--- config.mk ---
export PLATFORM = sky130hd
export DESIGN_NAME = pofl_decode
export DESIGN_NICKNAME = d
export VERILOG_FILES = /design/src/sv/pofl_pkg.sv /design/src/sv/pofl_decode.sv
export SDC_FILE = /design/constraint.sdc
export NUM_CORES = 1
export LEC_CHECK = 0
export ABC_AREA = 0
export ABC_CLOCK_PERIOD_IN_PS = 8100
export BUFFER_PORTS_ARGS = -buffer_cell sky130_fd_sc_hd__buf_2
export CAP_MARGIN = 20
export CORE_ASPECT_RATIO = 1.4
export CORE_MARGIN = 2
export CORE_UTILIZATION = 40
export DETAILED_ROUTE_END_ITERATION = 8
export PLACE_DENSITY = 0.66
export SKIP_LAST_GASP = 1
export SLEW_MARGIN = 20
export SYNTH_ARGS = -nofsm -noshare
export SYNTH_HDL_FRONTEND = slang
export SYNTH_SLANG_ARGS = --single-unit
export TNS_END_PERCENT = 1
--- constraint.sdc ---
create_clock -name vclk -period 8.1
set_input_delay 0.81 -clock vclk [all_inputs]
set_output_delay 0.81 -clock vclk [all_outputs]
set_load 0.01 [all_outputs]
--- src/sv/pofl_pkg.sv ---
package pofl_pkg;

  // sizing of the allocator
  localparam int NUM_CLASSES    = 12;
  localparam int ARENA_GRANULES = 4096;
  localparam int GRANULE_BYTES  = 16;
  localparam int HEADER_BYTES   = 8;

  // field widths of the requests and results
  localparam int SIZE_W   = 24;
  localparam int ADDR_W   = 16;
  localparam int CLASS_W  = 4;
  localparam int STATUS_W = 3;

  // derived widths
  localparam int GRAN_W = $clog2(ARENA_GRANULES);
  localparam int PTR_W  = GRAN_W + 1;
  localparam int OFFS_W = $clog2(GRANULE_BYTES);
  localparam int K_W    = $clog2(NUM_CLASSES + 1);
  localparam int CI_W   = (NUM_CLASSES > 1) ? $clog2(NUM_CLASSES) : 1;
  localparam int NEED_W = SIZE_W + 1;
  localparam int SPAN_W = ((PTR_W > NUM_CLASSES) ? PTR_W : NUM_CLASSES) + 1;

  // head value of an empty list
  localparam logic [PTR_W-1:0] EMPTY_MARK = PTR_W'(ARENA_GRANULES);

  typedef enum logic {
    MODE_ALLOC = 1'b0,
    MODE_FREE  = 1'b1
  } mode_t;

  typedef enum logic [STATUS_W-1:0] {
    ST_FROM_LIST  = 3'd0,
    ST_FROM_ARENA = 3'd1,
    ST_TOO_LARGE  = 3'd2,
    ST_ARENA_FULL = 3'd3,
    ST_BAD_SIZE   = 3'd4,
    ST_FREED      = 3'd5,
    ST_NULL       = 3'd6
  } status_t;

  typedef struct packed {
    mode_t              mode;
    logic [SIZE_W-1:0]  request_size;
    logic [ADDR_W-1:0]  block_address;
  } req_t;

  typedef struct packed {
    logic [ADDR_W-1:0]  user_address;
    logic [CLASS_W-1:0] size_class;
    status_t            status;
  } rsp_t;

  // decoded request kinds
  typedef enum logic [2:0] {
    OP_ALLOC,
    OP_FREE,
    OP_BAD_SIZE,
    OP_TOO_LARGE,
    OP_NULL
  } op_kind_t;

  typedef struct packed {
    op_kind_t            kind;
    logic [K_W-1:0]      cls;
    logic [GRAN_W-1:0]   granule;
  } op_t;

  // write port of the link and tag memories
  typedef struct packed {
    logic                link_we;
    logic                tag_we;
    logic [GRAN_W-1:0]   addr;
    logic [PTR_W-1:0]    link;
    logic [CI_W-1:0]     tag;
  } mem_wr_t;

endpackage

--- src/sv/pofl_decode.sv ---
module pofl_decode import pofl_pkg::*; (
  input  req_t req,
  output op_t  op
);

  logic [NEED_W-1:0]        need;
  logic [K_W-1:0]           cnt;
  logic [ADDR_W-OFFS_W-1:0] gfull;
  logic                     in_arena;

  // class count: number of block sizes still below size plus header
  always_comb begin
    need = {1'b0, req.request_size} + NEED_W'(HEADER_BYTES);
    cnt  = '0;
    for (int j = 0; j < NUM_CLASSES; j++) begin
      if ((NEED_W'(GRANULE_BYTES) << j) < need) begin
        cnt = cnt + K_W'(1);
      end
    end
  end

  // granule of a freed user address, header stripped
  assign gfull    = (ADDR_W-OFFS_W)'((req.block_address - ADDR_W'(HEADER_BYTES)) >> OFFS_W);
  assign in_arena = (32'(gfull) < 32'(ARENA_GRANULES));

  // request kind
  always_comb begin
    op.cls     = cnt;
    op.granule = GRAN_W'(gfull);
    if (req.mode == MODE_ALLOC) begin
      if (req.request_size == '0) begin
        op.kind = OP_BAD_SIZE;
      end else if (cnt == K_W'(NUM_CLASSES)) begin
        op.kind = OP_TOO_LARGE;
      end else begin
        op.kind = OP_ALLOC;
      end
    end else begin
      if (req.block_address == '0 || !in_arena) begin
        op.kind = OP_NULL;
      end else begin
        op.kind = OP_FREE;
      end
    end
  end

endmodule

; Word-level counts from Yosys, hierarchy flattened
; Index checks and enable logic that the tools add are counted.
[classes]
add_sub_neg = 13
order_cmp = 12
n_eq_ne = 1
n_mux = 16
reduce_logical = 2
[op_table]
columns = operator, n
row1 = "4-bit by 1-bit adder with 4-bit output, second input constant", 11
row2 = 4-bit 2-to-1 mux, 11
row3 = "24-bit by 4-bit adder with 25-bit output, second input constant", 1
row4 = "10-bit by 25-bit < comparator with 1-bit output, first input constant", 1
row5 = "11-bit by 25-bit < comparator with 1-bit output, first input constant", 1
row6 = "12-bit by 25-bit < comparator with 1-bit output, first input constant", 1
row7 = "13-bit by 25-bit < comparator with 1-bit output, first input constant", 1
row8 = "14-bit by 25-bit < comparator with 1-bit output, first input constant", 1
row9 = "15-bit by 25-bit < comparator with 1-bit output, first input constant", 1
row10 = "16-bit by 25-bit < comparator with 1-bit output, first input constant", 1
row11 = "5-bit by 25-bit < comparator with 1-bit output, first input constant", 1
row12 = "6-bit by 25-bit < comparator with 1-bit output, first input constant", 1
row13 = "7-bit by 25-bit < comparator with 1-bit output, first input constant", 1
row14 = "8-bit by 25-bit < comparator with 1-bit output, first input constant", 1
row15 = "9-bit by 25-bit < comparator with 1-bit output, first input constant", 1
row16 = 24-bit logical NOT, 1
row17 = 16-bit logical NOT, 1
row18 = "16-bit by 4-bit subtractor with 16-bit output, second input constant", 1
row19 = 3-bit 2-to-1 mux, 2
row20 = "4-bit equality test, second input constant", 1
row21 = 2-bit 2-to-1 mux, 2
row22 = 1-bit 2-to-1 mux, 1
[word_totals]
reg_bits = 0
inputBits = 41
out_inout_bits = 19

; Depth between registers and ports, before layout
; Gate-level depths: netlist of the first run.
[depth]
depth_word = 29
mapped_depth = 36
ltp_nobuf = 35

; Least setup slack after synthesis of the first run
; Ideal clock, no wire load.
[synth_path]
path_type = input-to-output
start = in req[19] (netlist name)
end = out op[16] (netlist name)
t_arrival_ns = 7.922
required_ns = 7.290
setup_slack_ns = -0.632
path_stages = 34
path_buffers = 1
cell_sequence = ha_1 nand4_1 nor3_1 mux2i_1 a31oi_2 nor3_1 and3_1 inv_1 ha_1 clkbuf_1 xor2_1 ha_1 mux2i_1 xnor2_1 nor2_1 nor2_1 ha_1 and3_1 o21ai_0 o211ai_1 nand2_1 inv_1 ha_1 xnor2_1 and2_1 nor3_1 ha_1 nor2b_1 a311o_1 xnor2_1 mux2_2 ha_1 mux2_2 o41ai_1
[synth_rtl]
columns = element, line
row1 = start: declaration, pofl_decode.sv:2  ; input req_t req,
row2 = end: declaration, pofl_decode.sv:3  ; output op_t op

==> results.json, run 1 <==
{
  "run_status": "finished, violations left",
  "violated_checks": "setup timing",
  "netlist-cell-type-count": 69,
  "final_nets": 550,
  "totalPowerFinal_uw": 86.2,
  "design.portCount": 60,
  "synthesis.nets": 394,
  "layout.cells.non_filler": 562,
  "synth_seq_area_share_pct": 0,
  "yosys_warnings": 0,
  "placement.io_buffers": 60,
  "std_cell_rows": 32,
  "critical-path-max-stage-delay_ns": 0.37,
  "placed_cells_incl_taps": 530,
  "drt-wirelength-per-cell_um": 14.7,
  "netlist.top_cell.by_area": "sky130_fd_sc_hd__xnor2_1",
  "fp.dieH_um": 94.2,
  "grt_pass1_wl_mm": 13.2,
  "timing.critical_path.from": "req[19]",
  "antenna-diode-count": 0,
  "initial_utilization_pct": 41.8,
  "netlist_top_cells_area": "sky130_fd_sc_hd__xnor2_1 (7.5%), sky130_fd_sc_hd__ha_1 (7.0%), sky130_fd_sc_hd__xor2_1 (6.0%), sky130_fd_sc_hd__nor2_1 (5.6%), sky130_fd_sc_hd__nand2_1 (5.3%)",
  "first_iter_violations": 153,
  "fin_ws_ns": -0.281,
  "cellLeakagePower_uw": 0.00171,
  "ant_nets": 0,
  "crit_slowest_cell": "sky130_fd_sc_hd__o41ai_4",
  "clock_buffer_count": 0,
  "worst-slew-pin-transition_ns": 0.673,
  "drcViolationCount": 0,
  "cp_data_required_time_ns": 7.29,
  "timing.final.setup_violations": 4,
  "worst_ir_drop_vdd_uv": 20.1,
  "grt.overflow.total": 0,
  "power-per-cell-area_nw_per_um2": 22.5,
  "fin_crit_sh_pct": 103,
  "setup.worst_path.class": "primary input to output port",
  "finalCriticalPeriod_ns": 8.38,
  "max_capacitance_violation_count": 0,
  "cp-end-kind": "output port",
  "num_vias": 3201,
  "core-area_um2": 5570,
  "crit_path_frequent_cell": "sky130_fd_sc_hd__ha_4",
  "synth.avg_cell_area_um2": 6.84,
  "layout_common_cells": "sky130_fd_sc_hd__buf_4 (109), sky130_fd_sc_hd__buf_2 (55), sky130_fd_sc_hd__nor2_1 (32), sky130_fd_sc_hd__nand2_1 (32), sky130_fd_sc_hd__nor3_1 (18)",
  "detailedRoute.firstPassIterationCount": 4,
  "finalCoreUtilization_pct": 68.7,
  "syn-instance-count": 340,
  "synth.cell_area_um2": 2330,
  "register_area_um2": 0,
  "chipWidth_um": 68.4,
  "hold_crit_start": "req[13]",
  "crit_arrival_ns": 7.57,
  "cp-start-kind": "primary input",
  "cts-hold-fix-buffers": 0,
  "timing.final.hold_violations": 0,
  "first_global_vias": 3053,
  "layout-area-overhead-vs-synth_pct": 64.4,
  "layout.cells.most_common": "sky130_fd_sc_hd__buf_4",
  "globalRouteTotalUtil_pct": 25.3,
  "maxSlewHeadroom_pct": 54.8,
  "largest_net_degree_at_the_start_of_global_routing": 10,
  "post_route_cells_drive_above_1_share_pct": 47.4,
  "post-dp-hpwl_mm": 6.31,
  "seq_cells": 0,
  "fin_hold_ws_ns": 1.90,
  "wl_mm": 8.25,
  "report.final.slew_viol_count": 0,
  "die_area_um2": 6450,
  "antenna_found_initial": 0,
  "place_worst_setup_slack_ns": -0.410,
  "unrepaired_setup_endpoints_after_global_routing": "yes",
  "yosysTopAreaCellShare_pct": 7.53,
  "fill_cells": 457,
  "vias_per_cell": 5.70,
  "gp_congestion": 0.949,
  "crit_path_max_fanout": 4,
  "timing.hold.worst.class": "primary input to output port",
  "max_clock_freq_mhz": 119
}
synthesized netlist by cell type (4+ instances only):
| master | count |
|---|---|
| sky130_fd_sc_hd__nor2b_1 | 6 |
| sky130_fd_sc_hd__nand3_1 | 12 |
| sky130_fd_sc_hd__and3_1 | 10 |
| sky130_fd_sc_hd__buf_2 | 5 |
| sky130_fd_sc_hd__nor4_1 | 8 |
| sky130_fd_sc_hd__inv_1 | 13 |
| sky130_fd_sc_hd__a211oi_1 | 4 |
| sky130_fd_sc_hd__clkbuf_1 | 4 |
| sky130_fd_sc_hd__a21oi_1 | 10 |
| sky130_fd_sc_hd__a21o_1 | 4 |
| sky130_fd_sc_hd__nor3_1 | 22 |
| sky130_fd_sc_hd__o21ai_0 | 15 |
| sky130_fd_sc_hd__nand4_1 | 9 |
| sky130_fd_sc_hd__mux2i_1 | 5 |
| sky130_fd_sc_hd__o211ai_1 | 6 |
| sky130_fd_sc_hd__a31oi_1 | 7 |
| sky130_fd_sc_hd__xor2_1 | 16 |
| sky130_fd_sc_hd__nand2_1 | 33 |
| sky130_fd_sc_hd__or4_1 | 4 |
| sky130_fd_sc_hd__ha_1 | 13 |
| sky130_fd_sc_hd__xnor2_1 | 20 |
| sky130_fd_sc_hd__and2_1 | 7 |
| sky130_fd_sc_hd__nor2_1 | 35 |
cell type report:
type,instances,area (um^2),share of cell area [%]
repair buffers,168,1150,30.2
multi-input cells,311,2530,66.1
inverters,15,56.3,1.47
well taps,68,85.1,2.22
timing repair:
action                     CTS  global route
gates cloned                 0             0
resized for setup           24            24
buffers inserted            27             6
setup endpoints to repair    3             5
pin swaps                   27            29
critical path: cells and delay by family:
kind | cells | cell delay, ns
buffers and inverters | 6 | 0.73
adder cells (fa/ha/maj) | 7 | 1.60
multiplexers | 3 | 0.72
AND/OR/NAND/NOR | 11 | 1.78
AO/OA/AOI/OAI | 6 | 1.20
XOR/XNOR | 5 | 0.71
routing by layer:
layer  GRT usage [%]  share of wire, %  vias up
met5               0                 0        -
met4            6.83               3.7        0
met3           0.600               2.3       22
met2            47.9                56       72
met1            29.6                38     1521
li1                -                 -     1586
worst paths after layout:
check / slack [ns] / end / cells past startpoint
max: -0.28 / op[17] / 38
min: 1.90 / op[9] / 3
through the flow:
stage	setup TNS [ns]	area, um^2
finish	-0.680	3820
detailed placement	-0.979	3320
CTS	-0.310	3640
global route	-2.22	3820
floorplan	0	2460
global placement	-0.424	3320
kinds of logic (layout without fill, tap and decap cells):
| kind of cell | count (synthesis) | in the layout | synth area share, % |
|---|---|---|---|
| xor gates and xnor gates | 42 | 42 | 18.3 |
| and+or+nand+nor | 171 | 171 | 40.2 |
| adders and majority gates | 13 | 13 | 6.99 |
| buffers and inverters | 29 | 183 | 6.24 |
| AOI/OAI and AO/OA | 77 | 77 | 24.6 |
| muxes | 8 | 8 | 3.60 |
report_power, final:
group          internal, uW  switching [uW]
registers                 0               0
logic                  41.6            44.6
clock network             0               0
total                  41.6            44.6
Power figures use the tool's default switching activity.
==> run 2, diff against run 1 <==
--- a/config.mk
+++ b/config.mk
@@ -6,7 +6,7 @@
 export NUM_CORES = 1
 export LEC_CHECK = 0
 export ABC_AREA = 0
-export ABC_CLOCK_PERIOD_IN_PS = 8100
+export ABC_CLOCK_PERIOD_IN_PS = 7200
 export BUFFER_PORTS_ARGS = -buffer_cell sky130_fd_sc_hd__buf_2
 export CAP_MARGIN = 20
 export CORE_ASPECT_RATIO = 1.4
==> constraint.sdc (replaced) <==
create_clock -name vclk -period 7.2
set_input_delay 0.72 -clock vclk [all_inputs]
set_output_delay 0.72 -clock vclk [all_outputs]
set_load 0.01 [all_outputs]
==> run 2 against run 1 <==
The flow still finishes with violations (setup timing). Largest power group unchanged. Die area stayed put. Hold slack got worse by 0.17 ns. First-iteration DRC count shrank 28%. Utilization down 0.94 points. Final cell count is 0.89% higher. Sequential share of layout area stayed put.
==> results.json, run 2 (synthesized netlist as in run 1, its figures left out) <==
{
  "seq_cells": 0,
  "layout-area-overhead-vs-synth_pct": 62.2,
  "design.portCount": 60,
  "place_worst_setup_slack_ns": -1.02,
  "ant_nets": 0,
  "worst_ir_drop_vdd_uv": 20.9,
  "first_iter_violations": 110,
  "drt-met1-wl_mm": 3.12,
  "std_cell_rows": 32,
  "cp-end-kind": "output port",
  "core-area_um2": 5570,
  "violated_checks": "setup timing",
  "drcViolationCount": 0,
  "power-per-cell-area_nw_per_um2": 26.8,
  "chipWidth_um": 68.4,
  "crit_arrival_ns": 7.21,
  "post-dp-hpwl_mm": 6.75,
  "placed_cells_incl_taps": 555,
  "gp_congestion": 0.961,
  "layout_common_cells": "sky130_fd_sc_hd__buf_4 (114), sky130_fd_sc_hd__buf_2 (57), sky130_fd_sc_hd__nor2_1 (33)",
  "fp.dieH_um": 94.2,
  "die_area_um2": 6450,
  "register_area_um2": 0,
  "stdcell_area_um2": 3770,
  "drt-wirelength-per-cell_um": 14.2,
  "timing.final.setup_violations": 5,
  "max_capacitance_violation_count": 0,
  "globalRouteTotalUtil_pct": 25.4,
  "vias_per_cell": 5.61,
  "multiInputGateArea_um2": 2460,
  "crit_path_max_fanout": 5,
  "unrepaired_setup_endpoints_after_global_routing": "yes",
  "finalCriticalPeriod_ns": 7.93,
  "critical-path-max-stage-delay_ns": 0.41,
  "num_vias": 3181,
  "cp-start-kind": "primary input",
  "grt.overflow.total": 0,
  "layout.cells.non_filler": 567,
  "report.final.slew_viol_count": 0,
  "fin_crit_sh_pct": 110,
  "first_global_vias": 3095,
  "cellLeakagePower_uw": 0.00169,
  "maxSlewHeadroom_pct": 55.0,
  "initial_utilization_pct": 41.8,
  "layout.cells.most_common": "sky130_fd_sc_hd__buf_4",
  "crit_slowest_cell": "sky130_fd_sc_hd__or3_4",
  "highest_layer": "met4",
  "worst-slew-pin-transition_ns": 0.671,
  "antenna_found_initial": 0,
  "antenna-diode-count": 0,
  "place_area_um2": 3570,
  "max_clock_freq_mhz": 126,
  "setup.worst_path.class": "primary input to output port",
  "grt_pass1_wl_mm": 13.3,
  "detailedRoute.firstPassIterationCount": 4,
  "fin_hold_ws_ns": 1.72,
  "crit_path_frequent_cell": "sky130_fd_sc_hd__ha_4",
  "detailroute.wirelength.met2_mm": 4.54,
  "timing.final.hold_violations": 0,
  "met3_length_um": 166,
  "placement.io_buffers": 60,
  "cts-hold-fix-buffers": 0,
  "totalPowerFinal_uw": 101,
  "fill_cells": 490,
  "clock_buffer_count": 0,
  "fin_ws_ns": -0.725,
  "largest_net_degree_at_the_start_of_global_routing": 10,
  "wl_mm": 8.05,
  "timing.hold.worst.class": "primary input to output port",
  "final_nets": 555,
  "run_status": "finished, violations left",
  "cp_data_required_time_ns": 6.48,
  "post_route_cells_drive_above_1_share_pct": 46.3
}
==> run 2: cell count changes in the layout (fill, tap and decap cells not counted), sizes merged <==
cell / delta
buf: +5
==> run 2: repair_timing <==
| item | 4_1_cts | 5_1_grt |
|---|---|---|
| endpoints found under the hold margin | 0 | 0 |
| pin swaps | 30 | 2 |
| setup endpoints to repair | 5 | 5 |
| resized for setup | 21 | 0 |
| buffers inserted | 12 | 0 |
==> run 2: final cells by class <==
type / count / share of cell area [%]
repair buffers: 173 / 31.1
well taps: 68 / 2.26
inverters: 15 / 1.49
multi-input cells: 311 / 65.2
==> run 2: critical path: cells and delay by family <==
family | cells | cell delay, ns
AO/OA/AOI/OAI | 7 | 1.33
XOR/XNOR | 4 | 0.60
adder cells (fa/ha/maj) | 7 | 1.58
buffers and inverters | 3 | 0.39
multiplexers | 2 | 0.47
AND/OR/NAND/NOR | 14 | 2.11
==> run 2: worst paths after layout <==
check | endpoint | startpoint | depth (start not counted) | slack [ns]
worst min-delay path | op[10] | req[14] | 3 | 1.72
worst max-delay path | op[16] | req[20] | 37 | -0.73
==> run 2: through the flow <==
step / setup TNS [ns] / utilization (%)
after CTS: -2.62 / 67.8
after global routing: -4.83 / 67.8
after detailed placement: -3.84 / 64.1
final: -2.66 / 67.8
after floorplan: -1.49 / -
after global placement: -2.99 / 64.1
==> run 2: report_power, final <==
group / internal (uW) / total, uW / leakage, uW / switching, uW
clock network: 0 / 0 / 0 / 0
registers: 0 / 0 / 0 / 0
logic: 49.8 / 101 / 0.00169 / 51.4
total: 49.8 / 101 / 0.00169 / 51.4
==> run 2: per-layer routing <==
metal	GRT usage [%]	up-vias
li1	-	1600
met1	26.9	1498
met2	51.4	61
met3	1.68	22
met4	5.67	0
met5	0	-
==> run 3, diff against run 2 <==
--- a/config.mk
+++ b/config.mk
@@ -13,6 +13,7 @@
 export CORE_MARGIN = 2
 export CORE_UTILIZATION = 40
 export DETAILED_ROUTE_END_ITERATION = 8
+export MAX_ROUTING_LAYER = met4
 export PLACE_DENSITY = 0.66
 export SKIP_LAST_GASP = 1
 export SLEW_MARGIN = 20
==> run 3 against run 2 <==
The flow still finishes with violations (setup timing). Setup slack got worse by 0.14 ns. Utilization is 6.4 points higher. Cell area increased by 9.5%. Wire length increased by 18%. Combinational power up 8%. Hold slack got worse by 0.0012 ns. Count of clock-buffer cells in the layout stayed put. Largest power group unchanged. Critical endpoint unchanged. Critical path depth up 4. Fmax fell by 1.7%.
==> results.json, run 3 (synthesized netlist as in run 1, its figures left out) <==
{
  "run_status": "finished, violations left",
  "violated_checks": "setup timing",
  "std_cell_rows": 32,
  "max_capacitance_violation_count": 0,
  "first_iter_violations": 178,
  "unrepaired_setup_endpoints_after_global_routing": "yes",
  "die_area_um2": 6450,
  "detailedRoute.firstPassIterationCount": 4,
  "globalRouteTotalUtil_pct": 29.3,
  "antenna_found_initial": 0,
  "layout_common_cells": "sky130_fd_sc_hd__buf_4 (147), sky130_fd_sc_hd__buf_2 (55), sky130_fd_sc_hd__nor2_1 (31), sky130_fd_sc_hd__nand2_1 (31), sky130_fd_sc_hd__nor3_1 (18)",
  "hold_crit_start": "req[15]",
  "gp_congestion": 0.944,
  "cellLeakagePower_uw": 0.00186,
  "fp.dieH_um": 94.2,
  "post-dp-hpwl_mm": 6.81,
  "maxSlewHeadroom_pct": 55.2,
  "fin_crit_sh_pct": 112,
  "hold_path_depth": 3,
  "fin_hold_ws_ns": 1.72,
  "finalCriticalPeriod_ns": 8.07,
  "fin_ws_ns": -0.866,
  "core-area_um2": 5570,
  "placement.io_buffers": 60,
  "cts-hold-fix-buffers": 0,
  "cp-end-kind": "output port",
  "clock_buffer_count": 0,
  "first_global_vias": 3301,
  "worst_ir_drop_vdd_uv": 27.9,
  "critical-path-max-stage-delay_ns": 0.37,
  "chipWidth_um": 68.4,
  "register_area_um2": 0,
  "largest_net_degree_at_the_start_of_global_routing": 10,
  "post_route_cells_drive_above_1_share_pct": 52.2,
  "vias_per_cell": 5.65,
  "final_nets": 587,
  "max_clock_freq_mhz": 124,
  "timing.final.hold_violations": 0,
  "power-per-cell-area_nw_per_um2": 26.5,
  "setup.worst_path.class": "primary input to output port",
  "drt-wirelength-per-cell_um": 15.9,
  "initial_utilization_pct": 41.8,
  "design.portCount": 60,
  "final.setup.tns_ns": -3.25,
  "report.final.slew_viol_count": 0,
  "cp-start-kind": "primary input",
  "wl_mm": 9.50,
  "num_vias": 3382,
  "crit_slowest_cell": "sky130_fd_sc_hd__or2_2",
  "cp_data_required_time_ns": 6.48,
  "grt_pass1_wl_mm": 14.7,
  "layout-area-overhead-vs-synth_pct": 77.5,
  "drcViolationCount": 0,
  "crit_arrival_ns": 7.35,
  "ant_nets": 0,
  "grt.overflow.total": 0,
  "layout.cells.non_filler": 599,
  "worst-slew-pin-transition_ns": 0.667,
  "antenna-diode-count": 0,
  "crit_path_max_fanout": 6,
  "holdPathEnd": "op[11]",
  "seq_cells": 0,
  "layout.cells.most_common": "sky130_fd_sc_hd__buf_4",
  "totalPowerFinal_uw": 109,
  "crit_path_frequent_cell": "sky130_fd_sc_hd__buf_4",
  "finalCoreUtilization_pct": 74.2,
  "timing.final.setup_violations": 5,
  "timing.hold.worst.class": "primary input to output port",
  "placed_cells_incl_taps": 555
}
==> run 3: worst max-delay path, delay by kind of cell <==
family          cells  cell delay [ns]
xor+xnor            2             0.28
fa+ha+maj           3             0.64
simple gates        8             1.34
buf+inv            23             2.98
mux                 2             0.60
compound gates      3             0.79
==> run 3: metrics by stage <==
step | area (um^2) | worst slack [ns]
floorplan | 2540 | -0.517
global placement | 3570 | -0.902
detailed placement | 3570 | -1.13
CTS | 3970 | -0.648
global route | 4130 | -1.13
finish | 4130 | -0.866
==> run 3: per-layer routing <==
layer | global-route usage (%) | up-vias | part of all wire (%)
li1 | - | 1661 | -
met1 | 32.2 | 1566 | 36
met2 | 53.7 | 121 | 56
met3 | 1.32 | 34 | 3.6
met4 | 10.8 | 0 | 3.9
met5 | - | - | 0
==> run 3: power breakdown <==
group / switching, uW / total (uW) / internal (uW)
Clock: 0 / 0 / 0
Combinational: 55.1 / 109 / 54.2
Sequential: 0 / 0 / 0
==> run 3: what timing repair did <==
item,in CTS,in global routing
endpoints found under the hold margin,0,0
pin swaps,32,18
setup buffers,38,6
setup endpoints to repair,5,5
resized for setup,23,18
==> run 3: cell type report <==
cell class / instances / area (um^2)
fill: 424 / 1440
inverter: 15 / 56.3
timing repair buffer: 205 / 1420
tap: 68 / 85.1
multi-input combinational: 311 / 2570
==> run 3: how the worst max path moves through the flow <==
stage	from	to
floorplan	req[20]	op[17]
global placement	req[27]	op[16]
detailed placement	req[20]	op[16]
CTS	req[30]	op[16]
global route	req[19]	op[17]
finish	req[19]	op[16]
